### src/design/reader_writer_lock_table_top_assert.svh
// Assertion macros used by the lock table RTL.
`ifndef READER_WRITER_LOCK_TABLE_TOP_ASSERT_SVH
`define READER_WRITER_LOCK_TABLE_TOP_ASSERT_SVH

// Same-cycle implication, disabled while reset is high.
`define RWLT_CHK_SAME(label, clk, rst, ante, cons, msg) \
   label: assert property (@(posedge clk) disable iff (rst) (ante) |-> (cons)) \
      else $error(msg);

// Next-cycle implication, disabled while reset is high.
`define RWLT_CHK_NEXT(label, clk, rst, ante, cons, msg) \
   label: assert property (@(posedge clk) disable iff (rst) (ante) |=> (cons)) \
      else $error(msg);

`endif

### src/design/rwlt_pkg.sv
`timescale 1ns / 1ps
package rwlt_pkg;

   typedef enum logic [2:0] {
      OP_CHECK_FREE    = 3'd0,
      OP_READ_ACQUIRE  = 3'd1,
      OP_READ_RELEASE  = 3'd2,
      OP_WRITE_ACQUIRE = 3'd3,
      OP_WRITE_RELEASE = 3'd4,
      OP_STATUS        = 3'd5
   } op_type;

   localparam int OP_W    = 3;
   localparam int SLOT_W  = 4;
   localparam int ENTRY_W = 8;

   localparam logic [ENTRY_W-1:0] READER_MAX = 8'd127;
   localparam logic [ENTRY_W-1:0] WRITER_BIT = 8'd128;
   localparam logic [ENTRY_W-1:0] REFUSED    = 8'hFF;
   localparam logic [ENTRY_W-1:0] SUCCESS    = 8'd0;

   typedef struct packed {
      logic [OP_W-1:0]   op;
      logic [SLOT_W-1:0] slot;
   } req_type;

   typedef struct packed {
      logic               wr_en;
      logic [ENTRY_W-1:0] wr_data;
      logic [ENTRY_W-1:0] reply;
   } upd_type;

endpackage

### src/design/rwlt_req_reg.sv
`timescale 1ns / 1ps
module rwlt_req_reg (
   input  logic                          clock,
   input  logic                          reset,
   input  logic                          accept,
   input  logic [rwlt_pkg::OP_W-1:0]     operation,
   input  logic [rwlt_pkg::SLOT_W-1:0]   slot,
   output logic                          req_valid,
   output rwlt_pkg::req_type             req
);
   import rwlt_pkg::*;

   logic    valid_ff, valid_in;
   req_type req_ff, req_in;

   always_comb begin
      valid_in = accept;
      req_in   = accept ? req_type'{op: operation, slot: slot} : req_ff;
   end

   always_ff @(posedge clock) begin
      if (reset) begin
         valid_ff <= 1'b0;
      end else begin
         valid_ff <= valid_in;
      end
   end

   always_ff @(posedge clock) begin
      req_ff <= req_in;
   end

   assign req_valid = valid_ff;
   assign req       = req_ff;

endmodule

### src/design/rwlt_entry_alu.sv
`timescale 1ns / 1ps
module rwlt_entry_alu (
   input  logic                          in_range,
   input  rwlt_pkg::req_type             req,
   input  logic [rwlt_pkg::ENTRY_W-1:0]  entry,
   output rwlt_pkg::upd_type             upd
);
   import rwlt_pkg::*;

   logic [ENTRY_W-1:0] dec;

   assign dec = entry - 8'd1;

   always_comb begin
      upd = '{wr_en: 1'b0, wr_data: entry, reply: REFUSED};
      if (in_range) begin
         unique case (op_type'(req.op))
            OP_CHECK_FREE: begin
               if (entry == '0) upd.reply = {4'b0, req.slot};
            end
            OP_READ_ACQUIRE: begin
               if (entry <= READER_MAX) begin
                  // count saturates at the reader limit
                  upd.wr_data = (entry == READER_MAX) ? entry : entry + 8'd1;
                  upd.wr_en   = 1'b1;
                  upd.reply   = upd.wr_data;
               end
            end
            OP_READ_RELEASE: begin
               if (entry != '0 && entry != WRITER_BIT) begin
                  upd.wr_en   = 1'b1;
                  upd.wr_data = dec;
                  upd.reply   = dec & READER_MAX;
               end
            end
            OP_WRITE_ACQUIRE: begin
               if (entry == '0) begin
                  upd.wr_en   = 1'b1;
                  upd.wr_data = WRITER_BIT;
                  upd.reply   = SUCCESS;
               end
            end
            OP_WRITE_RELEASE: begin
               if (entry[ENTRY_W-1]) begin
                  upd.wr_en   = 1'b1;
                  upd.wr_data = entry - WRITER_BIT;
                  upd.reply   = SUCCESS;
               end
            end
            OP_STATUS: begin
               if (!entry[ENTRY_W-1]) upd.reply = entry;
            end
            default: begin
               upd.reply = REFUSED;
            end
         endcase
      end
   end

endmodule

### src/design/rwlt_table.sv
`timescale 1ns / 1ps
module rwlt_table #(
   parameter int SLOTS = 16
) (
   input  logic                          clock,
   input  logic                          reset,
   input  logic                          req_valid,
   input  rwlt_pkg::req_type             req,
   output logic                          rsp_strobe,
   output logic [rwlt_pkg::ENTRY_W-1:0]  rsp_reply
);
   import rwlt_pkg::*;
`include "reader_writer_lock_table_top_assert.svh"

   // only slots reachable through the 4-bit slot field get storage
   localparam int DEPTH = (SLOTS < (1 << SLOT_W)) ? SLOTS : (1 << SLOT_W);
   localparam int IDX_W = (DEPTH > 1) ? $clog2(DEPTH) : 1;
   localparam logic [ENTRY_W-1:0] SLOTS_LIM = ENTRY_W'(SLOTS);

   logic [ENTRY_W-1:0] table_ff [DEPTH];
   logic [ENTRY_W-1:0] entry;
   logic [IDX_W-1:0]   idx;
   logic               in_range;
   upd_type            upd;

   logic               strobe_ff, strobe_in;
   logic [ENTRY_W-1:0] reply_ff, reply_in;

   assign in_range = ({4'b0, req.slot} < SLOTS_LIM);
   assign idx      = req.slot[IDX_W-1:0];
   assign entry    = in_range ? table_ff[idx] : '0;

   rwlt_entry_alu u_alu (
      .in_range (in_range),
      .req      (req),
      .entry    (entry),
      .upd      (upd)
   );

   assign strobe_in = req_valid;
   assign reply_in  = upd.reply;

   always_ff @(posedge clock) begin
      if (reset) begin
         for (int i = 0; i < DEPTH; i++) table_ff[i] <= '0;
      end else if (req_valid && upd.wr_en) begin
         table_ff[idx] <= upd.wr_data;
      end
   end

   always_ff @(posedge clock) begin
      if (reset) begin
         strobe_ff <= 1'b0;
      end else begin
         strobe_ff <= strobe_in;
      end
   end

   always_ff @(posedge clock) begin
      reply_ff <= reply_in;
   end

   assign rsp_strobe = strobe_ff;
   assign rsp_reply  = reply_ff;

   `RWLT_CHK_NEXT(a_rsp_follows_req, clock, reset, req_valid, rsp_strobe, "missing response")
   `RWLT_CHK_SAME(a_no_write_out_of_range, clock, reset, upd.wr_en, in_range,
      "write to absent slot")
   `RWLT_CHK_SAME(a_entry_legal, clock, reset, req_valid && upd.wr_en,
      upd.wr_data <= WRITER_BIT, "writer and readers together")
   `RWLT_CHK_NEXT(a_range_refused, clock, reset, req_valid && !in_range,
      rsp_reply == REFUSED, "slot out of range not refused")
   `RWLT_CHK_NEXT(a_wacq_success, clock, reset,
      req_valid && upd.wr_en && upd.wr_data == WRITER_BIT,
      rsp_reply == SUCCESS, "write acquire reply not zero")

endmodule

### src/design/reader_writer_lock_table_top.sv
`timescale 1ns / 1ps
// Channel   Ports                                    Transfer
// request   start, busy, req_operation, req_slot     start high and busy low at clock edge
// response  rsp_strobe, rsp_reply                    rsp_strobe high for one cycle
//
// One request per cycle; busy stays low.
// A response reaches the ports from the reply register: the entry
// read-modify-write runs while the request sits in the request register, and
// its result lands in the reply register, which drives the ports.
// Synchronous reset clears every lock entry at once; no clearing pass.
// The receiver cannot stall; each response is shown for exactly one cycle.
module reader_writer_lock_table_top #(
   parameter int SLOTS = 16
) (
   input  logic                          clock,
   input  logic                          reset,
   input  logic                          start,
   output logic                          busy,
   input  logic [rwlt_pkg::OP_W-1:0]     req_operation,
   input  logic [rwlt_pkg::SLOT_W-1:0]   req_slot,
   output logic                          rsp_strobe,
   output logic [rwlt_pkg::ENTRY_W-1:0]  rsp_reply
);
   import rwlt_pkg::*;

   logic    accept;
   logic    req_valid;
   req_type req;

   assign busy   = 1'b0;
   assign accept = start && !busy;

   rwlt_req_reg u_req_reg (
      .clock     (clock),
      .reset     (reset),
      .accept    (accept),
      .operation (req_operation),
      .slot      (req_slot),
      .req_valid (req_valid),
      .req       (req)
   );

   rwlt_table #(
      .SLOTS (SLOTS)
   ) u_table (
      .clock      (clock),
      .reset      (reset),
      .req_valid  (req_valid),
      .req        (req),
      .rsp_strobe (rsp_strobe),
      .rsp_reply  (rsp_reply)
   );

endmodule
### config.mk
export PLATFORM = sky130hd
export DESIGN_NAME = reader_writer_lock_table_top
export DESIGN_NICKNAME = d
export VERILOG_FILES = /design/src/design/rwlt_pkg.sv /design/src/design/rwlt_req_reg.sv /design/src/design/rwlt_entry_alu.sv /design/src/design/rwlt_table.sv /design/src/design/reader_writer_lock_table_top.sv
export VERILOG_INCLUDE_DIRS = /design/src /design/src/design
export SDC_FILE = /design/constraint.sdc
export NUM_CORES = 1
export LEC_CHECK = 0
export ABC_AREA = 1
export BUFFER_PORTS_ARGS = -buffer_cell sky130_fd_sc_hd__buf_2
export CAP_MARGIN = 20
export CELL_PAD_IN_SITES_DETAIL_PLACEMENT = 1
export CELL_PAD_IN_SITES_GLOBAL_PLACEMENT = 1
export CORE_AREA = 2 2 140 142
export CTS_CLUSTER_DIAMETER = 100
export DETAILED_ROUTE_END_ITERATION = 6
export DIE_AREA = 0 0 142 144
export PLACE_DENSITY = 0.74
export SYNTH_ARGS = -nofsm -noshare
export SYNTH_HDL_FRONTEND = slang
export SYNTH_SLANG_ARGS = --single-unit
### constraint.sdc
create_clock -name clock -period 3.05 [get_ports clock]
set_input_delay 0.1525 -clock clock [delete_from_list [all_inputs] [get_ports clock]]
set_output_delay 0.1525 -clock clock [all_outputs]
set_load 0.02 [all_outputs]
Word-level counts from Yosys, hierarchy flattened. Memory sizes are Yosys's and may differ from the RTL's. A register that Yosys moved wholly into a read port is not among the register bits. Cells that the tools add are included. Widths: inputs -> output; s select.

Register bits after elaboration: 17. Bits in writable memories: 128. Input port bits: 10. Output and inout port bits: 10. Memories: 1.

Memory list: u_table.table_ff (words 16, bits a word 8, rd ports 1, clocked after memory_dff 1, write ports 16, RTL line rwlt_table.sv:20) `logic [ENTRY_W-1:0] table_ff [DEPTH];`.

Add/subtract/negate cells: 3. $lt $le $gt $ge: 1. Equality and inequality tests: 7. Muxes and demuxes: 18. Reduce and logical (&&, ||, !) cells: 6.

Operator list (number): $mux 17 (4); $pmux 8 s6 (1); $pmux 9 s4 (1); $mux 8 (4); $add 8x1->8 const B (1); $eq 8x7->1 const B (1); $le 8x7->1 const B (1); $logic_not 8->1 (1); $mux 4 (2); $ne 8x8->1 const B (1); $reduce_bool 8->1 (1); $reduce_or 8->1 (1); $sub 8x1->8 const B (1); $sub 8x8->8 const B (1); $eq 3x2->1 const B (2); $eq 3x3->1 const B (2); $mux 1 (6); $eq 3x1->1 const B (1); $logic_not 3->1 (1); $logic_and 1x1->1 (2).

Depth between registers and ports, before layout. Gate-level depths: netlist of the first run.

Depth in word-level cells: 10. Depth in mapped cells: 21. Mapped depth without buffers: 18.

By module. A second synthesis of the first run with hierarchy kept.

Cell total of the unflattened synthesis: 950. Area, all modules: 7721.2 um^2.

By module, submodules not included: rwlt_table (instances 1, cells each 717, area an instance 6251.0 um^2, seq. area each 4023.9 um^2); rwlt_entry_alu (instances 1, cells each 221, area an instance 1218.7 um^2, seq. area each 0.0 um^2); rwlt_req_reg (instances 1, cells each 10, area an instance 240.2 um^2, seq. area each 230.2 um^2); reader_writer_lock_table_top (instances 1, cells each 2, area an instance 11.3 um^2, seq. area each 0.0 um^2).

Least setup slack after synthesis of the first run. Ideal clock, no wire load.

Path kind: register to register. Start point: reg (tool-made name). End point: mem u_table.table_ff[6][0], enable pin. Data arrival time: 2.558 ns. Slack: 0.191 ns. Cell stages (with the launch flop): 20. Buffers on the path: 4. Period minus slack after synthesis: 2.859 ns. Path through: dfxtp_1 > buf_6 > buf_6 > buf_6 > o211ai_1 > nand3_1 > nand3_1 > nand2_2 > inv_1 > ha_1 > nand3_1 > nor2_2 > nand3b_2 > nand2_2 > nand3_2 > nand2_2 > buf_12 > nor2_8 > nand2_4 > nand2_1.

RTL lines (RTL line): end: declaration (rwlt_table.sv:20).

==> impl_results.md, run 1 <==
* Vias per cell at 5.32
* Placer Congestion at 0.911
* Critical path class: reg -> reg
* Layout cell share with drive strength beyond 1 at 21.9%
* Area grow syn2layout at 24.7%
* Final worst-path cycle share at 99.8%
* Pwr/cell area at 599 nW/um^2
* Clk sink count at 149
* Final setup margin at 6.56 ps
* PortBufs at 18
* Tot GR Track Use at 27.4%
* Slew Limit Headroom at 26.4%
* First-pass GRT wire length at 41.2 mm
* Crit end category: flop
* R2R cell count at 20
* Final #Nets at 1102
* Routed len/inst at 21.3 um
* EDFF count, synth at 135
* H-tree depth at 4
* Routed wire length at 28.5 mm
* Net Count, Synth at 994
* CTS max path bufs at 2
* Hold Vio Cnt, Final at 0
* HP Class: in -> reg
* Worst Hold Path EP: u_req_reg.req_valid
* Initial Utilization at 43.2%
* WL met2 at 14.7 mm
* Setup crit start kind: flop
* Largest net degree at the start of global routing at 35
* Worst Hold Depth at 3
* Synth Area in Compound Gates at 3.43%
* Fin crit period at 3040 ps
* Max FO, Critical Path at 6
* Post-layout util at 53.9%
* R2R Path End: u_table.table_ff[1][5]
* Slew of the pin with the lowest slew margin at 1100 ps
* Max VDD drop at 0.000406 V
* Delay-heaviest family, CP: simple AND/OR/NAND/NOR gates
* Met1 wire length at 11.6 mm
* Vias at 7134
* # IOs at 20
* # rows at 51
* Final Setup Violations at 0
* Commonest non-fill, non-tap cell in the layout: nand2_1
* Vias in the first global route at 7285
* Avg Cell Area, Syn at 8.40 sq um
* Cell mode on critical path: nand2_1
* Cell area after synthesis at 8240 sq um
* WP data arrival at 3340 ps
* Pwr Total at 0.00615 W
* Synthesized flop and latch total at 149
* Seq/Total Area, Yosys at 52.6%
* Initial antenna violation count at 0
* Run status: finished, final reports clean
* Dpl ws at -109 ps
* # fillers at 2218
* Wire length on met3 at 1.28 mm
* Post-Syn Instances at 981
* Most frequent cells in the layout: nand2_1, inv_1, edfxtp_1, nor2_1, buf_4
* Largest family of logic cells by synthesized area: simple AND/OR/NAND/NOR gates
* R2r setup slk at 7 ps
* Mux cell area share after synthesis at 0%
* CTS tree: built
* Dpl hpwl at 18.9 mm
* Fmax at 329 MHz
* DR top layer: met4
* Clock Skew at 9.86 ps
* Post-DRT Antenna Nets at 0
* Simple-Gate Fraction of Synth Area at 31.9%
* Synth Area in XOR/XNOR at 0.425%
* Die X at 142 um
* Crit path largest cell delay at 380 ps
* Post-synthesis adder-cell area fraction at 0.456%
* CTS buffer count at 17
* Root buffer cell: clkbuf_16
* Crit path cell chain: buf_4 > buf_4 > nand2_1 > nand2_1 > nand2_1 > nand3_1 > nand3_1 > nand2_2 > inv_2 > ha_4 > nand3_2 > nor2_4 > nand4_1 > nand3_2 > nand2_4 > buf_12 > buf_6 > nor3_1 > nand2_1 > inv_1
* Worst-Skew Late Latency at 440 ps
* Grt ovf at 0
* DR DRC count at 0
* Yosys warns at 0
* RSZ-0062 raised after global routing: yes
* Max-cap viol count at 0
* Reg clk slew, reported paths at 60 ps
* Final Max Slew Viols at 0
* Die ar. at 20400 sq um
* Top_reg_cell synth: edfxtp_1
* Critical path's slowest cell: dfxtp_4
* Critical path required time at 3350 ps
* Async S/R FF share, synth at 0%
* Synth unique cells at 39
* Lkg Pwr at 5.12 nW
* 1st-pass router iterations at 5
* DRT iter0 DRCs at 622
* Die Span Y at 144 um
* Core Box Area at 19100 sq um
* CP bufs+invs at 6
* Min-delay src: start
* Ant diodes at 0
## cells by family (layout without fill, tap and decap cells)
| logic type | after synthesis | in the layout |
|---|---|---|
| and+or+nand+nor | 569 | 569 |
| buffers and inverters | 209 | 330 |
| DFF | 149 | 149 |
| AOI/OAI and AO/OA | 46 | 46 |
| xor gates and xnor gates | 4 | 4 |
| adders and majority gates | 3 | 3 |
| other | 1 | 1 |
## Yosys cell counts, types with 3 or more instances
cell type  instances  area share, %
a21oi_1            5           0.30
buf_2             16           0.97
buf_4              7           0.64
buf_6              9            1.2
clkbuf_1           6           0.27
dfxtp_1           14            3.4
edfxtp_1         135             49
ha_1               3           0.46
inv_1            166            7.6
nand2_1          295             13
nand2_2           22            1.7
nand2_4            5           0.68
nand3_1           92            5.6
nand3_2            3           0.36
nand3b_1           3           0.27
nand4_1            7           0.53
nor2_1           112            5.1
nor2_8             4           0.97
nor3_1             9           0.55
nor3_4            11            2.2
o211ai_1          11            1.0
o21ai_0           19            1.2
o21ai_1            4           0.24
xor2_1             4           0.43
## per-layer routing
metal / vias to the layer above / global-route usage [%]
met4: 0 / 11.2
met3: 67 / 4.11
met1: 3533 / 32.9
met2: 219 / 49.4
met5: - / 0
li1: 3315 / -
## report_power, final
| group | internal [W] | switching, W | total, W |
|---|---|---|---|
| Combinational | 0.000520 | 0.000992 | 0.00151 |
| Sequential | 0.00232 | 0.0000434 | 0.00236 |
| Clock | 0.00141 | 0.000866 | 0.00228 |
| Total | 0.00425 | 0.00190 | 0.00615 |
## how the worst max path moves through the flow
stage | startpoint | to | slack, ps | cells after the start
4_1_cts | flop | u_table.table_ff[12][4] | 10 | 17
5_1_grt | flop | u_table.table_ff[1][5] | -120 | 20
6_report | flop | u_table.table_ff[1][5] | 7 | 20
3_3_place_gp | flop | u_table.table_ff[2][3] | -50 | 19
2_1_floorplan | flop | u_table.table_ff[6][0] | 190 | 19
3_5_place_dp | flop | u_table.table_ff[2][5] | -110 | 19
## worst min-delay path, cell delays in order
cell and delay, ps:
buf_2 200, inv_1 80, nor2_1 40
## area by class of cell
class	instances	area [sq um]	share of cell area, %
Tap cell	238	298	2.90
Multi-Input combinational cell	623	3170	30.8
Clock inverter	12	179	1.74
Sequential cell	149	4340	42.2
Timing Repair Buffer	128	1180	11.5
Inverter	169	647	6.29
Clock buffer	20	457	4.44
Timing Repair inverter	1	8.76	0.0852
## sequential cells by signal (all words and copies together), names as in the netlist, named ones only
| signal | flops |
|---|---|
| u_table.table_ff | 128 |
| u_req_reg.req | 7 |
| u_req_reg.req_valid | 1 |
| u_table.rsp_strobe | 1 |
| u_table.rsp_reply | 8 |
## stage by stage
step,area [sq um],TNS [ps],hold WS (ps),cells
after floorplan,8240,0,225,981
after global routing,10300,-6300,100,1340
after global placement,9070,-1080,329,1276
final,10300,0,89.9,1340
after detailed placement,9070,-6800,334,1276
after CTS,9850,0,78.1,1317
## timing repair
| item | in CTS | in global routing |
|---|---|---|
| cloned | 1 | 5 |
| hold endpoints to repair | 11 | 0 |
| buffers inserted | 0 | 18 |
| endpoints found under the setup margin | 156 | 258 |
| pin swaps | 0 | 15 |
| hold buffers | 8 | 0 |
| gates resized for setup | 11 | 47 |
(Power assumes the default switching activity.)
==> run 2, diff against run 1 <==
--- a/config.mk
+++ b/config.mk
@@ -15,7 +15,7 @@
 export CTS_CLUSTER_DIAMETER = 100
 export DETAILED_ROUTE_END_ITERATION = 6
 export DIE_AREA = 0 0 142 144
-export PLACE_DENSITY = 0.74
+export PLACE_DENSITY_LB_ADDON = 0.1
 export SYNTH_ARGS = -nofsm -noshare
 export SYNTH_HDL_FRONTEND = slang
 export SYNTH_SLANG_ARGS = --single-unit
==> run 2 against run 1 <==
Against the previous run:
- die area is the same
- count of clock-buffer cells in the layout shrank 2
- clock power shrank 2%
- global-route usage shrank 0.61 points
- maximum frequency grew 3.2%
- routed wire length shrank 6.7%
- sequential power is essentially flat
- final cell count shrank 0.22%
- utilization shrank 0.23 points
- critical path type unchanged
- largest power group unchanged
==> impl_results.md, run 2 (synthesis results as in run 1) <==
* Post-route insts no fill at 1337 (-0.22%)
* Clk sink count at 149 (unchanged)
* DRT iter0 DRCs at 483 (-22%)
* Lkg Pwr at 5.09 nW (-0.50%)
* Grt ovf at 0 (unchanged)
* Tot GR Track Use at 26.8% (-0.61 points)
* WP data arrival at 3120 ps (-220 ps)
* Core Box Area at 19100 sq um (unchanged)
* Placer Congestion at 0.869 (-4.7%)
* Routed len/inst at 19.9 um (-6.5%)
* Run status: finished, final reports clean
* First-pass GRT wire length at 40.3 mm (-2.3%)
* Post-DRT Antenna Nets at 0 (unchanged)
* Max VDD drop at 0.000446 V (+10%)
* Slew of the pin with the lowest slew margin at 1100 ps (+2.34 ps)
* Ant diodes at 0 (unchanged)
* H-tree depth at 4 (unchanged)
* Largest register FFs at 128 (unchanged)
* Clock Skew at 8.81 ps (-1.05 ps)
* Max-cap viol count at 0 (unchanged)
* Crit end category: flop
* Die Span Y at 144 um (unchanged)
* Critical path class: reg -> reg
* Commonest non-fill, non-tap cell in the layout: nand2_1
* CTS max path bufs at 2 (unchanged)
* Critical path required time at 3220 ps (-130 ps)
* Final Setup Violations at 0 (unchanged)
* Routed wire length at 26.6 mm (-6.7%)
* RSZ-0062 raised after global routing: yes
* CTS buffer count at 17 (unchanged)
* Final setup margin at 101 ps (+94.6 ps)
* HP Class: in -> reg
* Fmax at 339 MHz (+3.2%)
* Pwr/cell area at 594 nW/um^2 (-0.74%)
* DR DRC count at 0 (unchanged)
* Cells after DPL at 1286 (+0.78%)
* Largest net degree at the start of global routing at 38 (+8.6%)
* PortBufs at 18 (unchanged)
* Final worst-path cycle share at 96.7% (-3.1 points)
* Die ar. at 20400 sq um (unchanged)
* Hold Vio Cnt, Final at 0 (unchanged)
* Vias at 6858 (-3.9%)
* Max FO, Critical Path at 20 (+14)
* Initial Utilization at 43.2% (unchanged)
* Most frequent cells in the layout: nand2_1, inv_1, edfxtp_1, nor2_1, nand3_1
* Die X at 142 um (unchanged)
* Dpl hpwl at 18.7 mm (-1.2%)
* Setup TNS at 0 ps (unchanged)
* CTS tree: built
* Setup crit start kind: flop
* Area grow syn2layout at 24.2%
* Most flop-heavy register: u_table.table_ff
* # fillers at 2243 (+1.1%)
* Layout cell share with drive strength beyond 1 at 21.7% (-0.12 points)
* # rows at 51 (unchanged)
* Initial antenna violation count at 0 (unchanged)
* Vias in the first global route at 7070 (-3.0%)
* Slew Limit Headroom at 26.3% (-0.16 points)
* Vias per cell at 5.13 (-3.7%)
* 1st-pass router iterations at 5 (unchanged)
* Dpl ws at -124 ps (-15.4 ps)
* # IOs at 20 (unchanged)
* Final #Nets at 1100 (-0.18%)
* Final Max Slew Viols at 0 (unchanged)
* Worst-Skew Late Latency at 430 ps (about the same)
* Fin crit period at 2950 ps (-94.6 ps)
* Root buffer cell: clkbuf_16
* Reg clk slew, reported paths at 60 ps (about the same)
run 2: changes by cell type in the layout (fill, tap and decap cells not counted), sizes merged:
cell and change:
inv -1, clkinvlp +2, clkbuf -4, bufbuf +1, buf -1
run 2: per-layer routing:
layer,vias up,share of wire (%),GRT usage [%]
met1,3346,42,34.0
met5,-,0,0
met2,159,52,47.5
li1,3310,-,-
met3,43,3.8,3.41
met4,0,2.3,8.84
run 2: worst max-delay path: stages, from the launching register on:
cell	delay [ps]
dfxtp_4	430
buf_6	150
bufbuf_16	300
nor2_1	60
nor2_1	70
o21ai_0	80
nand3_1	100
nand3_1	90
nand2_2	120
buf_4	170
nand2_1	90
nor2_4	150
buf_4	120
nand3_1	90
nand4_1	100
nand3b_1	190
inv_1	280
nor2_1	70
run 2: final timing paths:
path	startpoint	to	slack, ps	depth (start not counted)
hold reg to reg	u_req_reg.req_valid	u_table.rsp_strobe	460	2
setup reg to reg	flop	u_table.table_ff[10][1]	100	17
setup / recovery	flop	u_table.table_ff[10][1]	100	17
hold / removal	start	u_req_reg.req_valid	90	3
run 2: power by group:
group | total, W | leakage, nW | internal [W] | switching, W
clock network | 0.00223 | 0.290 | 0.00136 | 0.000866
logic | 0.00149 | 3.29 | 0.000531 | 0.000958
registers | 0.00236 | 1.51 | 0.00232 | 0.0000440
run 2: layout make-up:
| cell class | count | area [sq um] | area share (%) |
|---|---|---|---|
| sequential | 149 | 4340 | 42.4 |
| tap | 238 | 298 | 2.91 |
| timing repair buffer | 126 | 1170 | 11.4 |
| inverter | 169 | 657 | 6.42 |
| multi-input combinational | 623 | 3150 | 30.8 |
| clock buffer | 18 | 429 | 4.19 |
| clock inverter | 13 | 183 | 1.79 |
| timing repair inverter | 1 | 8.76 | 0.0856 |
run 2: per-stage QoR:
stage	hold WS, ps	util [%]	instance area (sq um)	total power [W]
2_1_floorplan	225	-	8240	0.00310
3_3_place_gp	331	48.1	9180	0.00376
3_5_place_dp	332	48.1	9180	0.00377
4_1_cts	81.0	52.1	9930	0.00600
5_1_grt	101	53.6	10200	0.00629
6_report	87.7	53.6	10200	0.00608
run 2: timing repair:
item | 4_1_cts | 5_1_grt
hold buffers | 8 | 0
hold endpoints to repair | 12 | 0
gates resized for setup | 12 | 47
cloned | 1 | 3
pin swaps | 0 | 10
setup buffers | 0 | 8
setup endpoints to repair | 197 | 250
==> run 3, diff against run 2 <==
--- a/config.mk
+++ b/config.mk
@@ -11,10 +11,11 @@
 export CAP_MARGIN = 20
 export CELL_PAD_IN_SITES_DETAIL_PLACEMENT = 1
 export CELL_PAD_IN_SITES_GLOBAL_PLACEMENT = 1
-export CORE_AREA = 2 2 140 142
+export CORE_AREA = 2 2 157 128
 export CTS_CLUSTER_DIAMETER = 100
 export DETAILED_ROUTE_END_ITERATION = 6
-export DIE_AREA = 0 0 142 144
+export DIE_AREA = 0 0 159 130
+export MAX_ROUTING_LAYER = met4
 export PLACE_DENSITY_LB_ADDON = 0.1
 export SYNTH_ARGS = -nofsm -noshare
 export SYNTH_HDL_FRONTEND = slang
==> constraint.sdc (replaced) <==
create_clock -name clock -period 2.39 [get_ports clock]
set_input_delay 0.1195 -clock clock [delete_from_list [all_inputs] [get_ports clock]]
set_output_delay 0.1195 -clock clock [all_outputs]
set_load 0.02 [all_outputs]
==> run 3 against run 2 <==
Against the previous run:
- critical endpoint is now u_table.table_ff[0][2]
- the run now ends with negative setup slack left
- combinational power rose by 93%
- sequential power grew 28%
- register-to-register slack got worse by 890 ps
- clock power is 26% higher
- non-clock buffer count is 104 higher
- routed wire length is 44% higher
- final area grew 19%
- first-iteration DRC count rose by 61%
==> impl_results.md, run 3 (synthesis results as in run 1) <==
* Run status: complete, but fails checks
* Failing checks: negative setup slack
* Delay-heaviest family, CP: simple AND/OR/NAND/NOR gates
* H-tree depth at 4 (unchanged)
* Commonest non-fill, non-tap cell in the layout: nand2_1
* CTS tree: built
* HP Class: in -> reg
* Lkg Pwr at 5.98 nW (+18%)
* Dpl hpwl at 20.5 mm (+9.5%)
* Root buffer cell: clkbuf_16
* Placer Congestion at 0.885 (+1.9%)
* Final worst-path cycle share at 133% (+36 points)
* Critical path's slowest cell: dfxtp_4
* PortBufs at 18 (unchanged)
* Fin crit period at 3170 ps (+225 ps)
* Layout cell share with drive strength beyond 1 at 39.4% (+18 points)
* Setup crit start kind: flop
* Final Setup Violations at 264 (+264)
* Crit path cell chain: buf_12 > buf_6 > inv_4 > buf_4 > o21ai_0 > nand3_1 > nand3_1 > nand2_2 > nor2_4 > nand3b_4 > nand2_4 > nand3_2 > nand2_4 > buf_12 > buf_8 > nor3_4 > buf_12 > nand2_1 > inv_1
* Largest register FFs at 128 (unchanged)
* Slew Limit Headroom at 27.5% (+1.2 points)
* Area grow syn2layout at 47.9%
* WP data arrival at 3370 ps (+250 ps)
* CP bufs+invs at 8 (+3)
* Reg clk slew, reported paths at 60 ps (about the same)
* Max FO, Critical Path at 7 (-65%)
* Initial Utilization at 42.6% (-0.58 points)
* Grt ovf at 0 (unchanged)
* Clk sink count at 149 (unchanged)
* Ant diodes at 0 (unchanged)
* Crit path largest cell delay at 390 ps (-40 ps)
* First-pass GRT wire length at 51.0 mm (+27%)
* Critical path class: reg -> reg
* 1st-pass router iterations at 5 (unchanged)
* # rows at 46 (-9.8%)
* Crit end category: flop
* Most flop-heavy register: u_table.table_ff
* Dpl ws at -800 ps (-676 ps)
* DRT iter0 DRCs at 779 (+61%)
* CTS buffer count at 17 (unchanged)
* # fillers at 2170 (-3.3%)
* # IOs at 20 (unchanged)
* Most frequent cells in the layout: nand2_1, inv_1, buf_4, edfxtp_1, nor2_1
* Pwr Total at 0.00869 W (+43%)
* DR DRC count at 0 (unchanged)
* Post-DRT Antenna Nets at 0 (unchanged)
* Final #Nets at 1205 (+9.5%)
* Routed wire length at 38.2 mm (+44%)
* Vias at 8295 (+21%)
* Critical path required time at 2590 ps (-630 ps)
* Vias in the first global route at 8343 (+18%)
* Largest net degree at the start of global routing at 17 (-55%)
* Slew of the pin with the lowest slew margin at 1090 ps (-17.7 ps)
* Final setup margin at -784 ps (-885 ps)
* Tot GR Track Use at 35.4% (+8.6 points)
* Die ar. at 20700 sq um (+1.1%)
* Final Max Slew Viols at 0 (unchanged)
* Die X at 159 um (+12%)
* Core Box Area at 19300 sq um (+1.4%)
* Max VDD drop at 0.000518 V (+16%)
* Die Span Y at 130 um (-9.7%)
* CTS max path bufs at 2 (unchanged)
* Worst-Skew Late Latency at 440 ps (about the same)
* RSZ-0062 raised after global routing: yes
* Routed len/inst at 26.0 um (+31%)
* Vias per cell at 5.65 (+10%)
* Clock Skew at 12.7 ps (+3.89 ps)
* Hold Vio Cnt, Final at 0 (unchanged)
* Max-cap viol count at 0 (unchanged)
* Cell mode on critical path: buf_12
* Fmax at 315 MHz (-7.1%)
* Pwr/cell area at 713 nW/um^2 (+20%)
* Initial antenna violation count at 0 (unchanged)
[run 3: changes by cell type in the layout (fill, tap and decap cells not counted), sizes merged]
| cell | previous run | this run |
|---|---|---|
| bufbuf | 1 | 0 |
| buf | 115 | 221 |
| clkinvlp | 5 | 1 |
| clkinv | 6 | 5 |
| bufinv | 4 | 2 |
| inv | 168 | 173 |
| clkbuf | 20 | 23 |
[run 3: power by group]
group	leakage [nW]	total (W)	switching [W]	internal, W
Clock	0.291	0.00280	0.00117	0.00163
Sequential	1.51	0.00302	0.0000622	0.00296
Combinational	4.18	0.00287	0.00176	0.00111
Total	5.98	0.00869	0.00299	0.00570
[run 3: cell type report]
cell class / count / area [sq um] / share of cell area (%)
Clock buffer: 22 / 474 / 3.89
Clock inverter: 10 / 121 / 0.996
Inverter: 169 / 656 / 5.38
Multi-Input combinational cell: 623 / 4020 / 32.9
Sequential cell: 149 / 4340 / 35.6
Tap cell: 264 / 330 / 2.71
Timing Repair Buffer: 230 / 2230 / 18.3
Timing Repair inverter: 2 / 17.5 / 0.144
[run 3: through the flow]
step | TNS, ps | cells | util [%] | hold slack [ps] | area [sq um]
after global placement | -141390 | 1354 | 49.8 | 296 | 9640
after CTS | -111610 | 1452 | 60.4 | 31.8 | 11700
after detailed placement | -153600 | 1354 | 49.8 | 301 | 9640
after floorplan | -62140 | 981 | - | 192 | 8390
final | -181820 | 1469 | 63.0 | 44.6 | 12200
after global routing | -204950 | 1469 | 63.0 | 78.2 | 12200
[run 3: routing by layer]
| metal | GRT usage [%] | part of all wire (%) |
|---|---|---|
| met3 | 6.45 | 8.3 |
| met5 | - | 0 |
| met2 | 56.9 | 48 |
| met4 | 16.3 | 5.5 |
| met1 | 44.1 | 38 |
[run 3: tightest hold or removal path, cell delays in order]
cell and delay (ps):
buf_2 200, inv_1 80, nor2_1 40
[run 3: timing repair]
action | in CTS | in global routing
endpoints found under the hold margin | 13 | 0
hold buffers | 8 | 0
gates resized for setup | 189 | 94
setup buffers | 52 | 18
pin swaps | 66 | 51
cloned | 9 | 1
endpoints found under the setup margin | 264 | 264
[run 3: final timing paths]
path / start / to / slack, ps / cells past startpoint
worst max-delay path: flop / u_table.table_ff[0][2] / -780 / 19
worst min-delay path: start / u_req_reg.req_valid / 40 / 3
worst min register to register: u_req_reg.req_valid / u_table.rsp_strobe / 470 / 2
worst max register to register: flop / u_table.table_ff[0][2] / -780 / 19
